===== src/hdl/pac_pkg.sv =====
`timescale 1ns / 1ps
// ----------------------------------------------------------------------------
// pac_pkg
// Shared types and constants of the polygon area and centroid core: request
// and result payloads, status codes, and the controller to datapath bundles.
// ----------------------------------------------------------------------------
package pac_pkg;

   localparam int COORD_W    = 16;
   localparam int AREA_OUT_W = 37;
   localparam int EPS_W      = 16;
   localparam int EPS_RESET  = 1;

   localparam logic [AREA_OUT_W-1:0] AREA_MAX = '1;

   typedef enum logic [1:0] {
      ST_OK         = 2'd0,
      ST_DEGENERATE = 2'd1,
      ST_NEG_ORIENT = 2'd2,
      ST_OVERFLOW   = 2'd3
   } status_type;

   typedef struct packed {
      logic signed [COORD_W-1:0] vertex_x;
      logic signed [COORD_W-1:0] vertex_y;
      logic                      last_vertex;
   } req_payload_type;

   typedef struct packed {
      logic [AREA_OUT_W-1:0]     area;
      logic signed [COORD_W-1:0] centroid_x;
      logic signed [COORD_W-1:0] centroid_y;
      status_type                status;
   } rsp_payload_type;

   typedef enum logic {
      AXIS_X = 1'b0,
      AXIS_Y = 1'b1
   } axis_type;

   typedef struct packed {
      logic     capture;
      logic     accum;
      logic     close;
      logic     judge;
      logic     div_start;
      axis_type div_axis;
      logic     div_step;
      logic     div_store;
      logic     emit;
   } dp_cmd_type;

   typedef struct packed {
      logic last;
      logic result_ok;
      logic div_done;
      logic out_free;
   } dp_sts_type;

endpackage


===== src/hdl/pac_ctrl.sv =====
`timescale 1ns / 1ps
// ----------------------------------------------------------------------------
// pac_ctrl
// Sequencer of the polygon core: takes one vertex, runs the accumulate step;
// on the last one closes, checks, runs both centroid divisions if ok, emits.
// ----------------------------------------------------------------------------
module pac_ctrl (
   input  logic               clock,
   input  logic               reset,
   input  logic               req_valid,
   output logic               req_stall,
   input  pac_pkg::dp_sts_type sts,
   output pac_pkg::dp_cmd_type cmd
);

   typedef enum logic [3:0] {
      S_IDLE,
      S_ACCUM,
      S_CLOSE,
      S_CLOSE_ACCUM,
      S_JUDGE,
      S_DIV_X,
      S_ROUND_X,
      S_DIV_Y,
      S_ROUND_Y,
      S_EMIT
   } state_type;

   state_type state_ff;
   state_type state_in;

   assign req_stall = (state_ff != S_IDLE);

   always_comb begin
      state_in      = state_ff;
      cmd           = '0;
      cmd.div_axis  = pac_pkg::AXIS_X;
      unique case (state_ff)
         S_IDLE: begin
            if (req_valid) begin
               cmd.capture = 1'b1;
               state_in    = S_ACCUM;
            end
         end
         S_ACCUM: begin
            cmd.accum = 1'b1;
            state_in  = sts.last ? S_CLOSE : S_IDLE;
         end
         S_CLOSE: begin
            cmd.close = 1'b1;
            state_in  = S_CLOSE_ACCUM;
         end
         S_CLOSE_ACCUM: begin
            cmd.accum = 1'b1;
            state_in  = S_JUDGE;
         end
         S_JUDGE: begin
            cmd.judge     = 1'b1;
            cmd.div_start = sts.result_ok;
            cmd.div_axis  = pac_pkg::AXIS_X;
            state_in      = sts.result_ok ? S_DIV_X : S_EMIT;
         end
         S_DIV_X: begin
            cmd.div_step = 1'b1;
            if (sts.div_done) begin
               state_in = S_ROUND_X;
            end
         end
         S_ROUND_X: begin
            cmd.div_store = 1'b1;
            cmd.div_start = 1'b1;
            cmd.div_axis  = pac_pkg::AXIS_Y;
            state_in      = S_DIV_Y;
         end
         S_DIV_Y: begin
            cmd.div_step = 1'b1;
            if (sts.div_done) begin
               state_in = S_ROUND_Y;
            end
         end
         S_ROUND_Y: begin
            cmd.div_store = 1'b1;
            state_in      = S_EMIT;
         end
         S_EMIT: begin
            if (sts.out_free) begin
               cmd.emit = 1'b1;
               state_in = S_IDLE;
            end
         end
         default: begin
            state_in = S_IDLE;
         end
      endcase
   end

   always_ff @(posedge clock) begin
      if (reset) begin
         state_ff <= S_IDLE;
      end else begin
         state_ff <= state_in;
      end
   end

endmodule


===== config.mk =====
export PLATFORM = sky130hd
export DESIGN_NAME = pac_ctrl
export DESIGN_NICKNAME = d
export VERILOG_FILES = /design/src/hdl/pac_pkg.sv /design/src/hdl/pac_ctrl.sv
export SDC_FILE = /design/constraint.sdc
export NUM_CORES = 1
export LEC_CHECK = 0
export ABC_AREA = 1
export BUFFER_PORTS_ARGS = -buffer_cell sky130_fd_sc_hd__buf_2
export CORE_AREA = 5 5 42 44
export CTS_CLUSTER_DIAMETER = 80
export DETAILED_ROUTE_END_ITERATION = 8
export DIE_AREA = 0 0 47 49
export SLEW_MARGIN = 5
export SYNTH_ARGS = -nofsm -noshare
export SYNTH_HDL_FRONTEND = slang
export SYNTH_SLANG_ARGS = --single-unit

===== constraint.sdc =====
create_clock -name clock -period 1.2 [get_ports clock]
set_input_delay 0.12 -clock clock [delete_from_list [all_inputs] [get_ports clock]]
set_output_delay 0.12 -clock clock [all_outputs]
set_load 0.01 [all_outputs]

==> run summary, run 1 <==
The run finished, with violations left. The final reports fail on negative setup slack. For the pin with the worst max-slew slack, the measured transition is 0.156 ns.

Clock-pin slew was measured on the worst setup and hold paths at 0.04 ns. The synthesized netlist occupies a cell area of 390 um2. The total number of yosys warnings came out at 0.

The wire length of the first global-routing pass was 1850 um; the setup-violating endpoint count in the final report was 11. In this run, CTS created clock tree buffers numbering 3. The starting density of the core is 27.9%. The number of buffers and inverters on the critical path is 4.

Of all cell types, the one taking the most synthesized area is dfxtp_1. The die width is 47 um. For this run, design rule violations remaining after detail routing come to 0. Walking the worst path, the cells encountered are buf_6 > nor2_4 > inv_2 > nor2_4 > inv_2 > nand2_1 > buf_2.

The tools report the count of H-tree levels built during CTS as 1. For the number of nets with antenna violations after detailed routing, the log shows 0. The die outline height is 49 um, and the number of detailed-routing iterations run before antenna repair is 4. In this run the static leakage power is 0.373 nW. The count of antenna diodes in the layout is 0.

For the number of global-route vias before repair, the log shows 481. The floorplan has 14 rows. The largest incremental delay on the critical path works out to 0.33 ns. The number of hold buffers added after cts was 0; the area of the die was 2300 um2. The worst setup slack after layout is -0.0995 ns. The fraction of the mapped netlist area in compound gates came out at 5.13%. Of all nets on the critical path, the largest fanout is 5.

The total area inside the core boundary comes to 1400 um2. Clock latency on the worst-skew pair, taken at its later pin, is 0.24 ns. TritonCTS built the clock tree. The number of I/O port buffers was 16. Of the total synthesized cell area, the portion taken by XOR and XNOR cells is 0%. The run gives 0.814 as the global placement routability congestion. The run gives 0.0875 ns as the worst hold slack across all endpoints. The worst setup path is launched from a register.

Counting the fill cells in the layout gives 156. After synthesis, the largest family of logic cells by area is simple AND/OR/NAND/NOR gates. Summed over all nets, the half-perimeter wirelength after detailed placement is 931 um. The kind of end point of the critical path was an output port. Number of distinct library cells after synthesis: 17. For the overall global routing resource usage, the log shows 10.9%. The cell depth of the worst min-delay path was 2; the number of cells traversed by the worst register-to-register path was 8.

Data on the critical path is required at its endpoint by 1.08 ns. STA puts the critical path data arrival time at 1.18 ns. The count of vias placed by the detailed router was 541. Slowest cell on the critical path: dfxtp_2. The initial antenna violation count came out at 0.

Of the total synthesized cell area, the portion taken by AND, OR, NAND and NOR gates is 59.0%. Pin placement for this block handled 17 I/O pins. Registers take 90.1 um2. The total of max-cap violations is 0, and the area of combinational cells with multiple inputs is 295 um2. Sorting the synthesized cells by area gives the leading types as dfxtp_1, nand3_1, nand2_1, nor2_4, nor2_1. From synthesis to final layout, the design area changed by 78.5%.

The post-synthesis mux area share is 0%, and the number of sinks on the clock net is 4. Timing analysis after detailed placement gives a worst setup slack of -0.00808 ns. The worst setup path is of the reg2out kind. Power spread over the standard cell area amounts to 843 nW/um2. Using the TritonRoute via totals, the vias-per-cell ratio works out to 4.66. The tools report the number of max-slew violations in the final report as 0. The number of cells on the critical path works out to 7. The register with the most flip-flops in the final layout is state_ff. The class of the tightest hold or removal check was in2reg. The number of nets produced by synthesis came out at 73.

The smallest clock period supported by the final layout is computed as 1.30 ns. Buffer cell driving the clock tree root: clkbuf_4. The final critical path takes up 108% of the cycle. A synthesized cell averages 5.91 um2. Wires add up to 1340 um. In the final layout, the share of cells above drive strength 1 is 59.0%. The register with the most flip-flops in the layout has 4 of them. Among cell families on the critical path, the largest total delay comes from buffers and inverters. The sequential cell area fraction in the yosys report came out at 20.5%. Synthesis inferred 4 register bits. Across the VDD grid, the largest voltage drop is 360 uV.

Static timing analysis puts the maximum clock frequency at 0.770 GHz. In the final routed layout, each cell accounts on average for 11.6 um. The top cell type by area accounts for 20.5% of the synthesized area.

The longest clock path from root to sink contains 2 buffers. The clock arrives with 0.00379 ns of skew. After global routing the overflow that remains totals 0. After the first detailed-routing iteration, the DRC count stood at 14. The arithmetic-cell share of the synthesized area counting full adders, half adders and majority gates came out at 0%. In the final layout, the registers with the most flip-flops are state_ff: 4 flops.

Count of endpoints failing hold in the final timing report: 0. The number of instances in the synthesized netlist came out at 66. The maximum number of pins on one net before global-route repair is 8.

Headroom to the max-slew limit came out at 89.6%. In the final design database the tool counted 109 nets. Setup repair after global routing could not meet its margin everywhere.
## placed cells by master (no fill, tap or decap), drive strengths merged
cell type  netlist  routed
a21oi            4       4
buf              2      33
clkbuf           0       3
dfxtp            4       4
inv             11      11
nand2           15      15
nand3           12      12
nand3b           1       1
nand4            1       1
nor2            14      14
nor3             2       2
## area by class of cell
cell class              count  share of cell area, %
multi-input cells          49                   42.4
repair buffers             33                   32.3
clock buffers               3                   3.23
well taps                  16                   2.87
flip-flops and latches      4                   12.9
inverters                  11                   6.28
## kinds of logic (layout without fill, tap and decap cells)
group                  count (synthesis)  after routing
AO/OA/AOI/OAI                          4              4
buffers and inverters                 13             47
flip-flops                             4              4
AND/OR/NAND/NOR                       45             45
## per-stage QoR
stage / instance area [um2] / total power, mW / setup TNS (ns) / utilization, % / instances
after global routing: 697 / 0.627 / -1.27 / 49.7 / 116
final: 697 / 0.588 / -0.515 / 49.7 / 116
after detailed placement: 542 / 0.346 / -0.0103 / 38.7 / 105
after floorplan: 390 / 0.269 / 0 / - / 66
after global placement: 542 / 0.345 / 0 / 38.7 / 105
after CTS: 624 / 0.542 / -0.439 / 44.6 / 112
## report_power, final
part	total [mW]	switching, mW	leakage (nW)	internal [mW]
registers	0.160	0.0166	0.0349	0.143
clock network	0.181	0.0678	0.0138	0.113
logic	0.247	0.122	0.324	0.125
total	0.588	0.206	0.373	0.381
## worst reg2reg max path, stage by stage (launching register included)
cell	delay [ns]
dfxtp_2	0.33
buf_6	0.12
nor2_4	0.13
buf_4	0.12
buf_4	0.09
nand2_1	0.07
nand3_1	0.09
nand2_1	0.08
a21oi_2	0.12
## what timing repair did
action | CTS | global route
resized for setup | 11 | 10
pin swaps | 3 | 3
setup buffers | 4 | 4
gates cloned | 0 | 0
setup endpoints to repair | 10 | 14
## worst paths after layout
| kind | from | endpoint | slack, ns |
|---|---|---|---|
| max | state_ff[3] | cmd[4] | -0.1 |
| min | reset | state_ff[3] | 0.09 |
| max reg2reg | state_ff[3] | state_ff[2] | -0.02 |
| min reg2reg | state_ff[1] | state_ff[3] | 0.67 |
## layer usage
layer  part of all wire [%]  routed length (um)  vias to the layer above  global-route usage [%]
met5                      0                   0                        -                       0
met4                    1.6                  21                        0                    5.53
met3                    3.8                  51                        4                    2.21
met2                     56                 747                       17                    19.0
met1                     39                 520                      239                    11.6
li1                       -                   -                      281                       -
## cell usage after synthesis (all sizes together)
| cell type | number |
|---|---|
| a21oi | 4 |
| dfxtp | 4 |
| nand3 | 12 |
| nand4 | 1 |
| buf | 2 |
| inv | 11 |
| nand2 | 15 |
| nand3b | 1 |
| nor2 | 14 |
| nor3 | 2 |
Note: power is estimated with default switching activity, not from simulation.
==> run 2: changes to the inputs <==
REMOVE_ABC_BUFFERS = 1   (was default)
==> run summary, run 2 (same netlist as run 1, synthesis figures left out) <==
The placed instances occupy a cell area of 527 um2. For the arrival time at the worst endpoint, the log shows 1.16 ns. The critical path is of the reg2out type. After detailed routing, the average wire length per cell comes to 10.5 um. The number of antenna diodes in the final layout is 0. The tools report the count of endpoints failing hold in the final timing report as 0. The checks that failed: negative setup slack.

The global placement routability congestion was 0.825. The fraction of the cycle the final worst path needs is 106%, and the setup-violating endpoint count in the final report is 10. The filler cells instantiated in the layout total 151. Class of the tightest hold or removal check: in2reg. The tree is rooted in a clkbuf_4. Top register by number of flip-flops: state_ff.

The run finished, with violations left. The number of cells on the worst reg-to-reg path is 10. Relative to the synthesized area, the layout overhead comes to 75.3%. Time the worst path needs with I/O delays and setup: 1.28 ns. Maximum number of pins on one net before global-route repair: 9.

The total I/O pin count was 17; the power per standard cell area was 818 nW/um2. Total wirelength of the detailed-routed design: 1180 um. The startpoint identified for the worst hold timing path is reset.

The tools report the overall global routing resource usage as 10.1%. The number of sinks on the clock net was 4. The maximum clock path buffer count was 2. The worst register-to-register path begins at state_ff[3]. The number of placed instances, taps included is 103, and the DRC marker count from the first detailed-route iteration is 6.

The count of nets left with antenna violations once routing finished came out at 0. The worst setup slack after layout came out at -0.0774 ns. Leaving out fill and tap cells, the most frequent cell in the layout is buf_2. Of all nets on the critical path, the largest fanout is 4.

TritonCTS built the clock tree. The first detailed-routing pass took 4 iterations. The headroom to the max-slew limit came out at 88.1%.

After detailed routing, the number of remaining DRC violations is 0. Row generation in the floorplan step produced 14 rows. The first global-routing pass estimated 1750 um of wire.

The slowest cell on the critical path is dfxtp_2. The worst-margin pin slew was 0.178 ns. Setup repair after global routing could not meet its margin everywhere. The number of flip-flops in the largest register was 4. The run gives 112 as the final cell count without fillers. The terminating pin of the worst hold path was state_ff[1].

Traced cell by cell, the critical path runs through buf_6 > nor2_4 > inv_2 > nor2_4 > inv_2 > nand2_1 > buf_2. The maximum resistive drop on vdd was 500 uV. In this design, the stage delay of the slowest critical-path cell is 0.32 ns. The logs give -0.04 ns for the flop-to-flop setup slack and 1 for the count of H-tree levels built during CTS. The share of cells above drive strength 1 is 58.3%. The number of vias per cell after detailed routing is 4.45, and the number of global-route vias before repair is 418.

The clock edge transition at the registers on the reported setup and hold paths came out at 0.04 ns. The worst setup path is captured at an output port. The clock reaches the later pin of the worst-skew pair after 0.23 ns.

The library cells used most frequently in the layout, excluding fill and tap cells, are buf_2, nand2_1, buf_4. The run gives 0 as the number of max-slew violations in the final report. After routing the design area is 684 um2. Final HPWL from detailed placement: 868 um.

The clock arrives with 0.00298 ns of skew. The worst hold path was traced through 2 stages. The die width is 47 um. The startpoint class of the critical path is a register.

The area of the die is 2300 um2, and the count of vias placed by the detailed router is 498. The total of max-cap violations was 0. Summed over all cells, the static leakage comes to 0.349 nW.

The total area inside the core boundary comes to 1400 um2. The starting density of the core is 27.9%. For the number of nets in the finished design, the log shows 105.

The tools report the required arrival time at the worst endpoint as 1.08 ns. The initial antenna violation count came out at 0. TritonCTS created 3 clock buffers. Input and output buffers added on the ports amount to 16. Setup total negative slack on the finished layout was measured at -0.442 ns. In the final layout, the registers with the most flip-flops are state_ff: 4 flops. Die outline height: 49 um. For the maximum clock frequency, the log shows 0.783 GHz. In this run the critical register-to-register path is captured at state_ff[0].

The run gives 0 as the total global routing overflow.
-- run 2: cell count changes in the layout (fill, tap and decap cells not counted), sizes merged --
| cell | previous run | this run |
|---|---|---|
| buf | 33 | 29 |
-- run 2: layout make-up --
cell class | count | area, um2 | share of cell area, %
Multi-Input combinational cell | 49 | 304 | 44.4
Timing Repair Buffer | 29 | 201 | 29.4
Sequential cell | 4 | 92.6 | 13.5
Inverter | 11 | 43.8 | 6.40
Clock buffer | 3 | 22.5 | 3.29
Tap cell | 16 | 20.0 | 2.93
-- run 2: worst max path at each step --
stage           startpoint  slack [ns]  cells after the start     endpoint
3_3_place_gp   state_ff[3]       0.007                      7       cmd[4]
3_5_place_dp   state_ff[2]      -0.006                      7  state_ff[1]
5_1_grt        state_ff[3]       -0.17                      7       cmd[4]
2_1_floorplan  state_ff[0]        0.02                      8  state_ff[0]
4_1_cts        state_ff[3]       -0.09                      7       cmd[4]
6_report       state_ff[3]       -0.08                      7       cmd[4]
-- run 2: through the flow --
stage | setup WS [ns] | total power, mW | hold slack [ns] | utilization, %
2_1_floorplan | 0.0223 | 0.256 | 0.189 | -
3_3_place_gp | 0.00721 | 0.340 | 0.336 | 37.6
3_5_place_dp | -0.00584 | 0.342 | 0.339 | 37.6
4_1_cts | -0.0890 | 0.533 | 0.0866 | 43.1
5_1_grt | -0.173 | 0.604 | 0.104 | 48.8
6_report | -0.0774 | 0.560 | 0.101 | 48.8
-- run 2: worst max-delay path, delay by kind of cell, from the launching register on --
kind                   cells  cell delay (ns)
and+or+nand+nor            3             0.26
buffers and inverters      4             0.34
DFF                        1             0.32
-- run 2: per-layer routing --
layer  share of wire, %  up-vias  global-route usage (%)
met1                 45      215                    13.6
met5                  0        -                       0
met4                  0        0                    2.76
met2                 50       15                    15.6
met3                5.4        0                    2.21
li1                   -      268                       -
-- run 2: power breakdown --
part	switching [mW]	internal, mW	leakage, nW
sequential	0.0153	0.142	0.0352
combinational	0.128	0.116	0.300
clock	0.0477	0.111	0.0138
total	0.191	0.369	0.349
-- run 2: what timing repair did --
action / CTS / global route
pin swaps: 3 / 4
hold buffers: 0 / 0
gates resized for setup: 12 / 13
setup endpoints to repair: 11 / 13
setup buffers: 3 / 3
==> run 3: changes to the inputs <==
ABC_AREA = default   (was 1)
SETUP_SLACK_MARGIN = 0.05   (was default)
==> run summary, run 3 <==
The die outline height works out to 49 um. The root buffer cell chosen for the clock tree is clkbuf_4. Once layout is complete, the cells apart from fillers number 114. The run gives 0.793 as the global placement routability congestion.

The tools report the number of global-route vias before repair as 568. The clock edge transition at the registers on the reported setup and hold paths is 0.03 ns. For the area of the die, the log shows 2300 um2. The number of sinks on the clock net is 4, and the total wirelength of the detailed-routed design is 1560 um. Summed over all cells, the static leakage comes to 0.398 nW. The count of antenna diodes in the layout was 0. Once the floorplan was initialized, standard cells occupied 29.2% of the core. TritonCTS built the clock tree. The most common flop cell mapped by yosys was dfxtp_1.

The cell depth of the worst min-delay path was 2; the maximum resistive drop on vdd was 437 uV. For this run, the slowest stage of the critical path takes 0.36 ns. The logs give 0 for the initial antenna violation count and 8 for the maximum number of pins on one net before global-route repair. The register with the most flip-flops in the layout has 4 of them. The largest individual stage delay along the critical path comes from the cell dfxtp_4.

The maximum clock path buffer count was 2. The signal on the critical path passes through nor4_4 > buf_4 > and2_4 > buf_6. The first TritonRoute pass finished after 4 iterations.

By count the netlist is led by nor2_1, nor3_1, dfxtp_1, inv_1. After legalization and detailed placement, the total HPWL measured 896 um. The number of nets in the finished design is 107, and the die width is 47 um. The setup path with the least slack is of type reg2out. The library cells used most frequently in the layout, excluding fill and tap cells, are buf_6, buf_2, buf_4.

After synthesis, the cell types taking the most area are dfxtp_1, nor2_1, nor3_1, nor4_4, a2bb2oi_1. In the final routed layout, each cell accounts on average for 13.7 um. Clock latency on the worst-skew pair, taken at its later pin, is 0.23 ns.

The worst setup slack after layout came out at -0.192 ns. Buffers placed on the I/O ports in this run total 16. The fraction of the cycle the final worst path needs is 116%. Summing all placed instances gives a cell area of 556 um2.

The flow ran to the end, but the final reports show violations. The worst register-to-register path has a depth of 6. Share of cells above drive strength 1: 73.5%. The biggest area contributor in the post-synthesis netlist is dfxtp_1. The logs give 1.08 ns for the required arrival time at the worst endpoint and 58 for the number of instances in the synthesized netlist.

The time the worst path needs with I/O delays and setup is 1.39 ns. Across every metal layer, demand over resource in global routing totals 14.6%. For this run, the number of Yosys warnings is 0. The number of placed instances, taps included is 96.

Before CTS, the worst setup slack after placement is -0.0213 ns. The class of the tightest hold or removal check is in2reg. For this run, design rule violations remaining after detail routing come to 0. Hold repair after CTS inserted 0 buffers.

Across the run, the number of max-cap violations was 0. The kind of end point of the critical path was an output port. The share of async-settable or async-resettable flops after synthesis came out at 0%. Between clock sinks in the finished design, the worst skew comes to 0.000304 ns.

Top register by number of flip-flops: state_ff. The number of enable flip-flop cells after synthesis is 0, and the count of H-tree levels built during CTS is 1. For the sequential cell area fraction in the yosys report, the log shows 19.6%. Compared with the post-synthesis result, the final layout area differs by 111%.

The number of distinct library cells after synthesis was 26; the synthesized flop and latch total was 4. The logs give 0 for the number of nets with antenna violations after detailed routing and 1400 um2 for the core area. For the final routed database, the setup TNS stands at -1.03 ns. For this run the aggregate overflow at the end of global routing stands at 0. The total I/O pin count is 17. The tools report the flop-to-flop setup slack as -0.02 ns. The standard-cell row count is 14. Headroom to the max-slew limit came out at 84.1%. After routing the design area is 865 um2.

The most frequent cell after synthesis was nor2_1. The tools report the count of vias placed by the detailed router as 601. Setup repair after global routing could not meet its margin everywhere. STA classifies the critical path startpoint as a register.

The first global-routing pass estimated 2390 um of wire. Data on the critical path arrives at its endpoint at 1.27 ns. The number of max-slew violations in the final report was 0. The run gives 409 um2 as the mapped cell area.

The count of endpoints failing hold in the final timing report was 0; the share of the synthesized area in the top cell type was 19.6%. The mean instance size in the synthesized netlist was 7.05 um2. For this block, the initial DRC count from the detailed router was 4.

The largest registers in the layout are state_ff: 4 flops. The tools report the setup-violating endpoint count in the final report as 10. Buffers inserted during clock tree synthesis total 3.

Along the worst path, the maximum fanout reaches 5. The power per standard cell area was 661 nW/um2; the number of vias per cell after detailed routing was 5.27. Derived from the worst setup path, the maximum achievable clock frequency is 0.718 GHz.

At the pin with the least slew margin, the transition time is 0.237 ns. The final reports fail on negative setup slack.
==> run 3: cell types whose count changed in the layout (fill, tap and decap cells not counted), sizes merged, moves of 4 or more <==
cell	change
inv	-5
nor4	+4
nor2	-6
o21ai	+6
nand3	-12
nand2	-12
nor3	+4
buf	+12
==> run 3: critical path: cells and delay by family, from the launching register on <==
family,cells,cell delay [ns]
DFF,1,0.36
buffers and inverters,2,0.25
and+or+nand+nor,2,0.43
==> run 3: path summary, 6_finish.rpt <==
kind | start | to
worst min register to register | state_ff[3] | state_ff[1]
worst max register to register | state_ff[0] | state_ff[0]
worst max-delay path | state_ff[0] | cmd[8]
worst min-delay path | reset | state_ff[1]
==> run 3: kinds of logic (layout without fill, tap and decap cells) <==
family	after synthesis	after routing	synth area share, %
AND/OR/NAND/NOR	29	29	42.2
flip-flops	4	4	19.6
buffers and inverters	10	50	12.5
multiplexers	1	1	2.45
AO/OA/AOI/OAI	14	14	23.2
==> run 3: repair_timing <==
action / in CTS / in global routing
setup buffers: 9 / 5
gates cloned: 1 / 0
endpoints found under the setup margin: 13 / 14
pin swaps: 11 / 6
gates resized for setup: 35 / 18
==> run 3: area by class of cell <==
cell class                 instances  area [um2]
clock buffer                       3        22.5
multi-input combinational         44         370
timing repair buffer              41         327
sequential                         4        95.1
fill                             120         537
inverter                           6        30.0
tap                               16        20.0
==> run 3: metrics by stage <==
| stage | power [mW] | utilization, % | hold WS, ns |
|---|---|---|---|
| 2_1_floorplan | 0.232 | - | 0.185 |
| 3_3_place_gp | 0.315 | 39.6 | 0.355 |
| 3_5_place_dp | 0.315 | 39.6 | 0.358 |
| 4_1_cts | 0.528 | 54.5 | 0.103 |
| 5_1_grt | 0.612 | 61.7 | 0.107 |
| 6_report | 0.572 | 61.7 | 0.104 |
==> run 3: power by group <==
| part | leakage [nW] | switching, mW | internal, mW |
|---|---|---|---|
| clock | 0.0138 | 0.0533 | 0.112 |
| sequential | 0.0355 | 0.0132 | 0.136 |
| combinational | 0.348 | 0.118 | 0.138 |
| total | 0.398 | 0.185 | 0.387 |
==> run 3: routing by layer <==
layer | part of all wire, % | vias up | GRT usage [%]
met5 | 0 | - | 0
met1 | 44 | 287 | 17.5
li1 | - | 291 | -
met3 | 4.0 | 4 | 3.32
met2 | 50 | 19 | 21.9
met4 | 1.9 | 0 | 9.68
